<file path="src/design/sdik_pkg.sv">
// Shared types, constants and the arctangent table for the swerve drive
// inverse kinematics block. No dependencies.
`default_nettype none

package sdik_pkg;

  // datapath widths: CORDIC x/y and Q20 angle accumulator
  localparam int unsigned XW = 32;
  localparam int unsigned ZW = 24;
  localparam int unsigned WW = 29;          // wheel vector in Q12 mm/s
  localparam int unsigned MAX_STEPS = 24;

  localparam logic signed [ZW-1:0] PI_Q20 = 24'sd3294199;

  // output scaling
  localparam logic [15:0] INV_GAIN_Q16 = 16'd39797;
  localparam logic [15:0] CDEG_MUL     = 16'd45837;
  localparam logic [14:0] ANG_MAX      = 15'd25736;
  localparam logic [14:0] CDEG_MAX     = 15'd18000;
  localparam logic [16:0] SPEED_MAX    = 17'h1FFFF;
  localparam logic [15:0] RPM_MAX      = 16'hFFFF;

  // configuration register indexes
  localparam logic [1:0] CFG_HALF_BASE_X = 2'd0;
  localparam logic [1:0] CFG_HALF_BASE_Y = 2'd1;
  localparam logic [1:0] CFG_RPM_GAIN    = 2'd2;

  // result queue
  localparam int unsigned FIFO_DEPTH = 4;
  localparam int unsigned FIFO_AW    = 2;

  typedef enum logic [1:0] {
    ST_IDLE,
    ST_PROD,
    ST_ISSUE,
    ST_WAIT
  } sdik_state_e;

  // one wheel vector travelling down the CORDIC chain
  typedef struct packed {
    logic [1:0]           wheel;
    logic                 zero;
    logic signed [XW-1:0] x;
    logic signed [XW-1:0] y;
    logic signed [ZW-1:0] z;
  } sdik_vec_t;

  // one finished wheel word
  typedef struct packed {
    logic [1:0]         wheel;
    logic signed [15:0] angle;
    logic signed [15:0] cdeg;
    logic [16:0]        speed;
    logic [15:0]        rpm;
    logic               held;
    logic               accepted;
    logic               last;
  } sdik_res_t;

  // atan(2^-i) in Q20 radians
  function automatic logic signed [ZW-1:0] atan_q20(input int unsigned i);
    case (i)
      0:  return 24'sd823550;
      1:  return 24'sd486170;
      2:  return 24'sd256879;
      3:  return 24'sd130396;
      4:  return 24'sd65451;
      5:  return 24'sd32757;
      6:  return 24'sd16383;
      7:  return 24'sd8192;
      8:  return 24'sd4096;
      9:  return 24'sd2048;
      10: return 24'sd1024;
      11: return 24'sd512;
      12: return 24'sd256;
      13: return 24'sd128;
      14: return 24'sd64;
      15: return 24'sd32;
      16: return 24'sd16;
      17: return 24'sd8;
      18: return 24'sd4;
      19: return 24'sd2;
      20: return 24'sd1;
      default: return 24'sd0;
    endcase
  endfunction

endpackage

`default_nettype wire

</file>
<file path="src/design/sdik_fifo.sv">
// Four-entry result queue between the pipeline and the output stream.
// Depends on sdik_pkg.
`default_nettype none

module sdik_fifo
  import sdik_pkg::*;
(
  input  wire logic      clk_i,
  input  wire logic      rst_ni,
  input  wire logic      wr_i,
  input  wire sdik_res_t wdata_i,
  input  wire logic      rd_i,
  output sdik_res_t      rdata_o,
  output logic           empty_o,
  output logic           full_o
);

  sdik_res_t          mem_q [FIFO_DEPTH];
  logic [FIFO_AW-1:0] wp_q, rp_q;
  logic [FIFO_AW:0]   cnt_q;

  // pointers and fill count
  always_ff @(posedge clk_i or negedge rst_ni) begin
    if (!rst_ni) begin
      wp_q  <= '0;
      rp_q  <= '0;
      cnt_q <= '0;
    end else begin
      if (wr_i) wp_q <= wp_q + 1'b1;
      if (rd_i) rp_q <= rp_q + 1'b1;
      if (wr_i && !rd_i) begin
        cnt_q <= cnt_q + 1'b1;
      end else if (rd_i && !wr_i) begin
        cnt_q <= cnt_q - 1'b1;
      end
    end
  end

  always_ff @(posedge clk_i) begin
    if (wr_i) mem_q[wp_q] <= wdata_i;
  end

  assign rdata_o = mem_q[rp_q];
  assign empty_o = (cnt_q == '0);
  assign full_o  = (cnt_q == (FIFO_AW+1)'(FIFO_DEPTH));

endmodule

`default_nettype wire

</file>
<file path="config.mk">
export PLATFORM = sky130hd
export DESIGN_NAME = sdik_fifo
export DESIGN_NICKNAME = d
export VERILOG_FILES = /design/src/design/sdik_pkg.sv /design/src/design/sdik_fifo.sv
export SDC_FILE = /design/constraint.sdc
export NUM_CORES = 1
export LEC_CHECK = 0
export BUFFER_PORTS_ARGS = -buffer_cell sky130_fd_sc_hd__buf_2
export CAP_MARGIN = 0
export CORE_ASPECT_RATIO = 0.8
export CORE_UTILIZATION = 35
export DETAILED_ROUTE_END_ITERATION = 8
export GPL_TIMING_DRIVEN = 0
export HOLD_SLACK_MARGIN = 0.02
export REMOVE_ABC_BUFFERS = 1
export SLEW_MARGIN = 15
export SYNTH_ARGS = -nofsm -noshare
export SYNTH_HDL_FRONTEND = slang
export SYNTH_SLANG_ARGS = --single-unit
export TNS_END_PERCENT = 30
</file>
<file path="constraint.sdc">
create_clock -name clk_i -period 4.23 [get_ports clk_i]
set_input_delay 0 -clock clk_i [delete_from_list [all_inputs] [get_ports clk_i]]
set_output_delay 0 -clock clk_i [all_outputs]
set_load 0.05 [all_outputs]
</file>
==> impl_results.md <==
- Status: complete, no violations
- Area leader, netlist: edfxtp_1
- Seq/Total Area, Yosys: 81.2%
- Clk_skew: roughly 0.0084 ns
- CP startpoint kind: flop
- Net Sw Power: 3.85 mW
- Wirelength, routed: 19,600 um
- Synth warnings: 0
- Routed Antenna Nets: 0
- Total negative slack: 0 ns
- Largest net degree at the start of global routing: 44
- Worst-path clk slew: around 0.060 ns
- Post-cts gate resize count: 0
- Static leakage: 4.61 nW
- Slew Limit Fails: 0
- Hold Crit Class: input port to flop
- Vias in the first global route: 5,387
- First-pass GRT wire length: 30,400 um
- Port bufs: 145
- CTS tree: done
- Worst EP required: 4.23 ns
- Top post-synthesis cells by count: edfxtp_1 (280), mux4_2 (68), buf_12 (7), buf_2 (7), dfrtp_1 (7)
- Post-route clock period utilization: 55.1%
- Largest stage delay, worst path: between 0.6 and 0.7 ns
- Synth area leaders: edfxtp_1 (80%), mux4_2 (14%), dfrtp_1 (1.7%)
- Dpl cells: 942
- Die height: 157 um
- Layout cell share with drive strength beyond 1: 40.3%
- Register area: between 8000 and 9000 um^2
- IO Pins: between 100 and 150
- Sw Share: 37.9%
- Clock Root Buffer: clkbuf_16
- R2r startpoint: wp_q[0]
- Clk_lat worst skew: around 0.54 ns
- Total CTS buffers: 29
- CTS Hold Bufs: 74
- FMAX: 429 MHz
- Post-synth EDFFs: 280
- # DRC: 0
- Via count: 4,878
- Antenna diode count: 0
- Overall power: 10.2 mW
- Reg power frac: 38.9%
- Final hold vios: 0
- Clock sink count: 287
- Clock buffer depth: 3
- Die area: 30,900 um^2
- Yosys top cell area share: around four fifths
- Pwr dens: ~760 nW/um^2
- Initial DRT Pass Iterations: 4
- CP arrival: 2.33 ns
- Placer Congestion: between 0.6 and 0.7
- Synth-to-layout area growth: 26.9%
- Crit-path slowest cell: dfrtp_4
- Critical setup path kind: flop to output pin
- CP Max Fanout: 29
- Mapped Area: 10,600 um^2
- Top_reg_cell synth: edfxtp_1
- Total GRT Usage: 12.9%
- Footprint of the multi-input gates: 1790 um^2
- H-tree depth: 1
- Antenna violations before repair: 0
- Max_slew headroom: 59.4%
- DR vias/cell: 4.58
- Layout Cells excl Fill: about 1,100
- Clock network power share: 23.4%
- Count leader, synth: edfxtp_1
- Fin nets: a little over 700
- Dpl hpwl: 11,400 um
- Row count: 56
- Register bit total from synthesis: 287
- Post-synthesis cell type count: 20
- WHS: 0.199 ns
- Global route total overflow: 0
- RSZ-0062 raised after global routing: no
- Post-CTS setup buffers: 0
- Crit path cell chain: buf_16 > mux4_1 > buf_2
- Async set-or-reset flop fraction in the synthesized netlist: ~2.4%
- Fillers: 2,445
- Pint: 6.32 mW
- Slew @ Worst Pin: between 0.6 and 0.7 ns
- Placed Area: approximately 12,000 um^2
- Final Critical Period: 2.33 ns
- Hold Startpoint: wdata_i[10]
- Critical Path End Type: output pin
- Post-route cell area: between 10,000 and 15,000 um^2
- Area of the core: around 29,000 um^2
- Initial DRC count: 224
- Worst vdd ir: 0.463 mV
- Syn Area/Cell: 26.4 um^2
- Routed length per instance: 18.4 um
- Setup-failing EPs final: 0
- DIE WIDTH: 196 um
- Max-Cap Viols: 0
- Initial core utilization: a little over a third
- Logic pwr share: 37.7%
- Cells after synthesis: 400
- Worst setup path startpoint: rp_q[0]
==> power by group through the flow <==
| stage | Sequential, mW | Combinational (mW) | Clock, mW |
|---|---|---|---|
| final | 3.95 | 3.83 | 2.38 |
| after global routing | 4.02 | 4.04 | 2.55 |
| after CTS | 3.98 | 3.92 | 2.45 |
| after detailed placement | 4.04 | 3.85 | 0 |
| after global placement | 4.31 | 3.60 | 0 |
| after floorplan | 4.13 | 2.78 | 0 |
==> layout by cell type (no fill, tap or decap), types with 2 or more instances in the layout <==
cell / n
edfxtp_1: 280
buf_2: 145
dlygate4sd3_1: 74
mux4_2: 68
clkbuf_16: 29
clkbuf_1: 7
ha_1: 5
clkinv_2: 5
dfrtp_1: 5
inv_1: 4
and2_4: 4
xor2_1: 4
clkinv_1: 4
buf_12: 4
buf_16: 3
mux4_1: 2
xnor2_1: 2
nand2_1: 2
bufinv_16: 2
dfrtp_4: 2
==> per-layer routing <==
layer	wire length (um)	vias to the layer above	global-route usage [%]
met5	0	-	0
met4	391	0	3.20
met3	1210	30	3.64
met2	9520	137	21.8
met1	8480	2512	16.5
li1	-	2199	-
==> logic make-up (layout without fill, tap and decap cells) <==
logic type / after synthesis / count (layout) / share of synthesized area [%]
flops: 287 / 287 / 81.2
mux: 71 / 71 / 15.1
buf+inv: 20 / 280 / 1.94
simple gates: 9 / 9 / 0.461
fa+ha+maj: 6 / 6 / 0.781
xor+xnor: 6 / 6 / 0.497
compound gates: 1 / 1 / 0.0473
==> layout make-up <==
class / instances / area share, %
Sequential cell: 287 / 64.0
Multi-Input combinational cell: 93 / 13.4
Timing Repair Buffer: 226 / 12.1
Clock buffer: 36 / 5.61
Tap cell: 406 / 3.79
Clock inverter: 14 / 0.933
Inverter: 4 / 0.112
==> path summary, 6_finish.rpt <==
path,slack [ns],cells past startpoint,to
setup / recovery,1.90,3,rdata_o[68]
hold / removal,0.20,2,mem_q[2][10]
setup reg to reg,2.32,4,mem_q[0][54]
hold reg to reg,0.49,1,cnt_q[2]
max in group asynchronous,3.54,3,rp_q[1]
min in group asynchronous,0.43,3,rp_q[0]
==> registers in the layout (all words and copies together), names as in the netlist <==
name and cells:
mem_q 280, cnt_q 3, rp_q 2, wp_q 2
==> worst max-delay path: cells and delay by family, from the launching register on <==
kind,cells,cell delay (ns)
buf+inv,2,0.50
flops,1,0.65
mux,1,0.57
==> stage by stage <==
stage          worst slack, ns  util [%]
5_1_grt                   1.74      45.5
4_1_cts                   1.82      45.5
6_report                  1.90      45.5
2_1_floorplan            0.423         -
3_5_place_dp              2.28      40.0
3_3_place_gp            -0.803      39.4
(Power assumes the default switching activity.)
