## config.mk

```make
export PLATFORM = sky130hd
export DESIGN_NAME = sdik_cell
export DESIGN_NICKNAME = d
export VERILOG_FILES = /design/src/design/sdik_pkg.sv /design/src/design/sdik_cell.sv
export SDC_FILE = /design/constraint.sdc
export NUM_CORES = 1
export LEC_CHECK = 0
export ABC_AREA = 1
export BUFFER_PORTS_ARGS = -buffer_cell sky130_fd_sc_hd__buf_2
export CORE_UTILIZATION = 59
export DETAILED_ROUTE_END_ITERATION = 7
export PLACE_DENSITY_LB_ADDON = 0.25
export SLEW_MARGIN = 40
export SYNTH_ARGS = -nofsm -noshare
export SYNTH_HDL_FRONTEND = slang
export SYNTH_SLANG_ARGS = --single-unit
```

## constraint.sdc

```tcl
create_clock -name clk_i -period 0.8 [get_ports clk_i]
set_input_delay 0.08 -clock clk_i [delete_from_list [all_inputs] [get_ports clk_i]]
set_output_delay 0.08 -clock clk_i [all_outputs]
set_load 0.05 [all_outputs]
```

## src/design/sdik_pkg.sv

```systemverilog
// Shared types, constants and the arctangent table for the swerve drive
// inverse kinematics block. No dependencies.
`default_nettype none

package sdik_pkg;

  // datapath widths: CORDIC x/y and Q20 angle accumulator
  localparam int unsigned XW = 32;
  localparam int unsigned ZW = 24;
  localparam int unsigned WW = 29;          // wheel vector in Q12 mm/s
  localparam int unsigned MAX_STEPS = 24;

  localparam logic signed [ZW-1:0] PI_Q20 = 24'sd3294199;

  // output scaling
  localparam logic [15:0] INV_GAIN_Q16 = 16'd39797;
  localparam logic [15:0] CDEG_MUL     = 16'd45837;
  localparam logic [14:0] ANG_MAX      = 15'd25736;
  localparam logic [14:0] CDEG_MAX     = 15'd18000;
  localparam logic [16:0] SPEED_MAX    = 17'h1FFFF;
  localparam logic [15:0] RPM_MAX      = 16'hFFFF;

  // configuration register indexes
  localparam logic [1:0] CFG_HALF_BASE_X = 2'd0;
  localparam logic [1:0] CFG_HALF_BASE_Y = 2'd1;
  localparam logic [1:0] CFG_RPM_GAIN    = 2'd2;

  // result queue
  localparam int unsigned FIFO_DEPTH = 4;
  localparam int unsigned FIFO_AW    = 2;

  typedef enum logic [1:0] {
    ST_IDLE,
    ST_PROD,
    ST_ISSUE,
    ST_WAIT
  } sdik_state_e;

  // one wheel vector travelling down the CORDIC chain
  typedef struct packed {
    logic [1:0]           wheel;
    logic                 zero;
    logic signed [XW-1:0] x;
    logic signed [XW-1:0] y;
    logic signed [ZW-1:0] z;
  } sdik_vec_t;

  // one finished wheel word
  typedef struct packed {
    logic [1:0]         wheel;
    logic signed [15:0] angle;
    logic signed [15:0] cdeg;
    logic [16:0]        speed;
    logic [15:0]        rpm;
    logic               held;
    logic               accepted;
    logic               last;
  } sdik_res_t;

  // atan(2^-i) in Q20 radians
  function automatic logic signed [ZW-1:0] atan_q20(input int unsigned i);
    case (i)
      0:  return 24'sd823550;
      1:  return 24'sd486170;
      2:  return 24'sd256879;
      3:  return 24'sd130396;
      4:  return 24'sd65451;
      5:  return 24'sd32757;
      6:  return 24'sd16383;
      7:  return 24'sd8192;
      8:  return 24'sd4096;
      9:  return 24'sd2048;
      10: return 24'sd1024;
      11: return 24'sd512;
      12: return 24'sd256;
      13: return 24'sd128;
      14: return 24'sd64;
      15: return 24'sd32;
      16: return 24'sd16;
      17: return 24'sd8;
      18: return 24'sd4;
      19: return 24'sd2;
      20: return 24'sd1;
      default: return 24'sd0;
    endcase
  endfunction

endpackage

`default_nettype wire

```

## src/design/sdik_cell.sv

```systemverilog
// One vectoring CORDIC iteration with its output register.
// Depends on sdik_pkg.
`default_nettype none

module sdik_cell
  import sdik_pkg::*;
#(
  parameter int unsigned Stage = 0
) (
  input  wire logic      clk_i,
  input  wire logic      rst_ni,
  input  wire logic      vld_i,
  input  wire sdik_vec_t vec_i,
  output logic           vld_o,
  output sdik_vec_t      vec_o
);

  localparam logic signed [ZW-1:0] Atan = atan_q20(Stage);

  logic signed [XW-1:0] x_in, y_in, xs, ys;
  logic signed [ZW-1:0] z_in;
  sdik_vec_t            vec_d, vec_q;
  logic                 vld_q;

  // rotate towards the x axis, direction from the sign of y
  always_comb begin
    x_in  = vec_i.x;
    y_in  = vec_i.y;
    z_in  = vec_i.z;
    xs    = x_in >>> Stage;
    ys    = y_in >>> Stage;
    vec_d = vec_i;
    if (!y_in[XW-1]) begin
      vec_d.x = x_in + ys;
      vec_d.y = y_in - xs;
      vec_d.z = z_in + Atan;
    end else begin
      vec_d.x = x_in - ys;
      vec_d.y = y_in + xs;
      vec_d.z = z_in - Atan;
    end
  end

  always_ff @(posedge clk_i or negedge rst_ni) begin
    if (!rst_ni) begin
      vld_q <= 1'b0;
    end else begin
      vld_q <= vld_i;
    end
  end

  always_ff @(posedge clk_i) begin
    vec_q <= vec_d;
  end

  assign vld_o = vld_q;
  assign vec_o = vec_q;

endmodule

`default_nettype wire

```

==> reports/metrics.cfg, run 1 <==
[yosys]
synthesis.nets = 2098
yosys-top-cells-area = nand2_1 24%, dfxtp_1 17%, ha_1 14%
async_flop_share_pct = 1.10
ys_seq_elements = 91
synth_commonest_cells = 674 x nand2_1, 351 x inv_1, 176 x nand3_1, 125 x nor2_1, 124 x ha_1
synth_top_area_share_pct = 23.6
synth.avg_cell_area_um2 = 5.71
netlist_area_mm2 = 0.0107
seq_area_frac_synth_pct = 17.1
synth_top_flop_cell = dfxtp_1
synth_edf_count = 0
synthCells = 1876
synth_cell_type_count = 37
ys.warnings.count = 0
yosysMostFrequentCell = nand2_1
synth_area_leader_cell = nand2_1

[status]
stop_stage = clock tree synthesis (4_1_cts)
status = stopped before the end
error_line = [ERROR DPL-0038] Utilization greater than 100%, impossible to legalize

[clock_tree]
cts_num_sinks = 91
cts.root.buffer_cell = clkbuf_16
postCtsHoldBufs = 6
clockBufferDepth = 2
cts_resized = 775
numCtsBuffers = 9
post_cts_buffers = 45
htree_levels = 3

[die]
die_h_um = 137
die-width_um = 137
num_io_pins = 186
start_util_pct = 61.1
rows = 48

[placement]
routabilityCongestion = 1.03
io_buffers = 185
hpwlAfterDp_um = 33200
placed_area_mm2 = 0.0148
pre_cts_slack_ns = -1.10
place_inst = 2483

per-stage QoR:
step | util, % | setup TNS [ns]
after floorplan | - | -46.21
after detailed placement | 84.2 | -76.08
after global placement | 84.2 | -71.87
logic make-up after synthesis:
kind of cell | share of synthesized area, %
and+or+nand+nor | 40.6
buffers and inverters | 15.0
AOI/OAI and AO/OA | 8.85
adders and majority gates | 15.2
DFF | 17.1
xor gates and xnor gates | 3.27
==> run 2, diff against run 1 <==
--- a/config.mk
+++ b/config.mk
@@ -7,9 +7,9 @@
 export LEC_CHECK = 0
 export ABC_AREA = 1
 export BUFFER_PORTS_ARGS = -buffer_cell sky130_fd_sc_hd__buf_2
-export CORE_UTILIZATION = 59
+export CORE_UTILIZATION = 40
 export DETAILED_ROUTE_END_ITERATION = 7
-export PLACE_DENSITY_LB_ADDON = 0.25
+export PLACE_DENSITY_LB_ADDON = 0.15
 export SLEW_MARGIN = 40
 export SYNTH_ARGS = -nofsm -noshare
 export SYNTH_HDL_FRONTEND = slang
==> reports/metrics.cfg, run 2 <==
[status]
status = finished, violations left
violations = design-rule violations, negative setup slack

[grt]
grt_usage_pct = 31.4
grt.overflow.total = 0
grt_pass1_vias = 13682
grt_start_max_net_pins = 40
antenna_found_initial = 0
grt_first_pass_wirelength_um = 69000

[drt]
route.detailed.drc = 41
drt-initial-drc-count = 1063
postRouteAntennaNets = 0
avgRoutedWirePerCell_um = 18.0
routed_wl_um = 49000
firstDrtPassIters = 8
vias = 14397
vias_per_cell = 5.29

[worst_setup_path]
criticalPathCategory = input pin to flop
crit_path_start_kind = input pin
crit_path_end_kind = flop
critical_path_arrival_ns = 1.85
cp_data_required_time_ns = 1.10
cp_max_fo = 7

[power]
p_sw_mw = 14.0
clkPwrFrac_pct = 16.0
p_seq_share_pct = 20.6
swShare_pct = 46.5
p_int_mw = 16.1
power_leakage_nw = 10.3
p_comb_share_pct = 63.4
p_per_area_mw_per_mm2 = 1490
max-vdd-ir-drop_v = 0.000945

[yosys]
synth_edf_count = 0
synth_top_flop_cell = dfxtp_1
seq_area_frac_synth_pct = 17.1
synth_cell_type_count = 37
synthesis.nets = 2098
netlist_area_mm2 = 0.0107
ys.warnings.count = 0
synth.avg_cell_area_um2 = 5.71
synth_commonest_cells = 674 x nand2_1, 351 x inv_1, 176 x nand3_1, 125 x nor2_1, 124 x ha_1
synth_area_leader_cell = nand2_1
yosysMostFrequentCell = nand2_1
synthCells = 1876
synth_top_area_share_pct = 23.6
ys_seq_elements = 91
async_flop_share_pct = 1.10
yosys-top-cells-area = nand2_1 24%, dfxtp_1 17%, ha_1 14%

[timing]
fmax_ghz = 0.645
drv_slew = 0
setup_viol = 174
rsz0062_at_grt = yes
tns_ns = -50.73
finalWorstSetupSlack_ns = -0.749
hold_violations = 0
post-route-period-util_pct = 194
worstMarginPinSlew_ns = 0.523
maxSlewHeadroom_pct = 64.8
layout_min_cycle_time_ns = 1.55

[die]
num_io_pins = 186
die_h_um = 166
rows = 59
die_area_mm2 = 0.0274
core_mm2 = 0.0261
start_util_pct = 41.0
die-width_um = 166

[final_layout]
utilization_pct = 76.9
fill_cells = 1838
finalNonFillerCells = 2723
final_nets = 2605
drive_gt1_share_pct = 57.2
layout_common_cells = 403 x nand2_1, 275 x buf_4, 256 x inv_1
postLayoutCellArea_mm2 = 0.0201
area_growth_pct = 87.8
multi_input_area_mm2 = 0.0109
final_common_cell = nand2_1
largest_reg_flops = 90
regArea_mm2 = 0.00196
diodes = 0

[placement]
placed_area_mm2 = 0.0150
io_buffers = 185
place_inst = 2602
routabilityCongestion = 0.961
hpwlAfterDp_um = 32800
pre_cts_slack_ns = -1.17

[hold_path]
hold_depth = 4
holdCritPathClass = input pin to flop

[clock_tree]
clk_pin_slew_ns = 0.08
cts_num_sinks = 91
cts.root.buffer_cell = clkbuf_16
cts_tree = yes
numCtsBuffers = 9
htree_levels = 3
clockBufferDepth = 2

[run]
max_cap_viol_count = 0

run 2: cell counts after synthesis:
Identical to the previous run, type by type.
run 2: cell families (layout without fill, tap and decap cells):
| family | Yosys count | count (layout) | share of synthesized area (%) |
|---|---|---|---|
| compound gates | 174 | 174 | 8.85 |
| xor+xnor | 40 | 40 | 3.27 |
| fa+ha+maj | 128 | 128 | 15.2 |
| buf+inv | 396 | 908 | 15.0 |
| flops | 91 | 91 | 17.1 |
| simple gates | 1047 | 1047 | 40.6 |
run 2: worst paths after layout:
kind	startpoint	to
min	vec_i[23]	vec_o[23]
max	vec_i[55]	vec_o[22]
max in group asynchronous	rst_ni	vld_o
min in group asynchronous	rst_ni	vld_o
run 2: power groups by stage:
stage               Sequential [mW]  Combinational, mW  Clock [mW]
global route                   6.25               20.0        4.90
detailed placement             5.74               13.6           0
finish                         6.20               19.0        4.79
floorplan                      8.67               6.32           0
global placement               5.75               13.4           0
CTS                            6.11               16.9        4.67
run 2: timing repair:
action                                  4_1_cts  5_1_grt
cloned                                        1        0
endpoints found under the setup margin      175      174
hold buffers                                  6        0
resized for setup                           814      316
hold endpoints to repair                      6        0
buffers inserted                             61       49
pin swaps                                   217      190
run 2: cell type report:
class | instances | area share, %
inverter | 352 | 7.22
clock inverter | 5 | 0.299
tap | 335 | 2.08
multi-input combinational | 1389 | 54.1
clock buffer | 11 | 1.21
sequential | 91 | 9.73
timing repair buffer | 540 | 25.3
run 2: critical path, stage by stage:
cell     delay, ns
buf_12        0.10
inv_12        0.04
buf_12        0.14
buf_6         0.12
ha_4          0.26
nand2_4       0.06
o21ai_4       0.20
nand2_2       0.11
nand2_2       0.09
nand4_1       0.28
nand3_1       0.20
xor2_1        0.15
run 2: routing by layer:
| metal | vias to the layer above | track usage [%] | share of wire (%) |
|---|---|---|---|
| li1 | 6816 | - | - |
| met5 | - | 0 | 0 |
| met1 | 6706 | 38.5 | 38 |
| met3 | 195 | 2.58 | 6.3 |
| met2 | 680 | 57.7 | 50 |
| met4 | 0 | 10.6 | 4.7 |
run 2: through the flow:
| step | power, mW | hold slack, ns |
|---|---|---|
| 2_1_floorplan | 15.0 | -0.216 |
| 3_3_place_gp | 19.2 | -0.146 |
| 3_5_place_dp | 19.3 | -0.145 |
| 4_1_cts | 27.7 | 0.00862 |
| 5_1_grt | 31.1 | 0.00948 |
| 6_report | 30.0 | 0.000442 |
No activity file was read; power rests on OpenSTA's default activity.
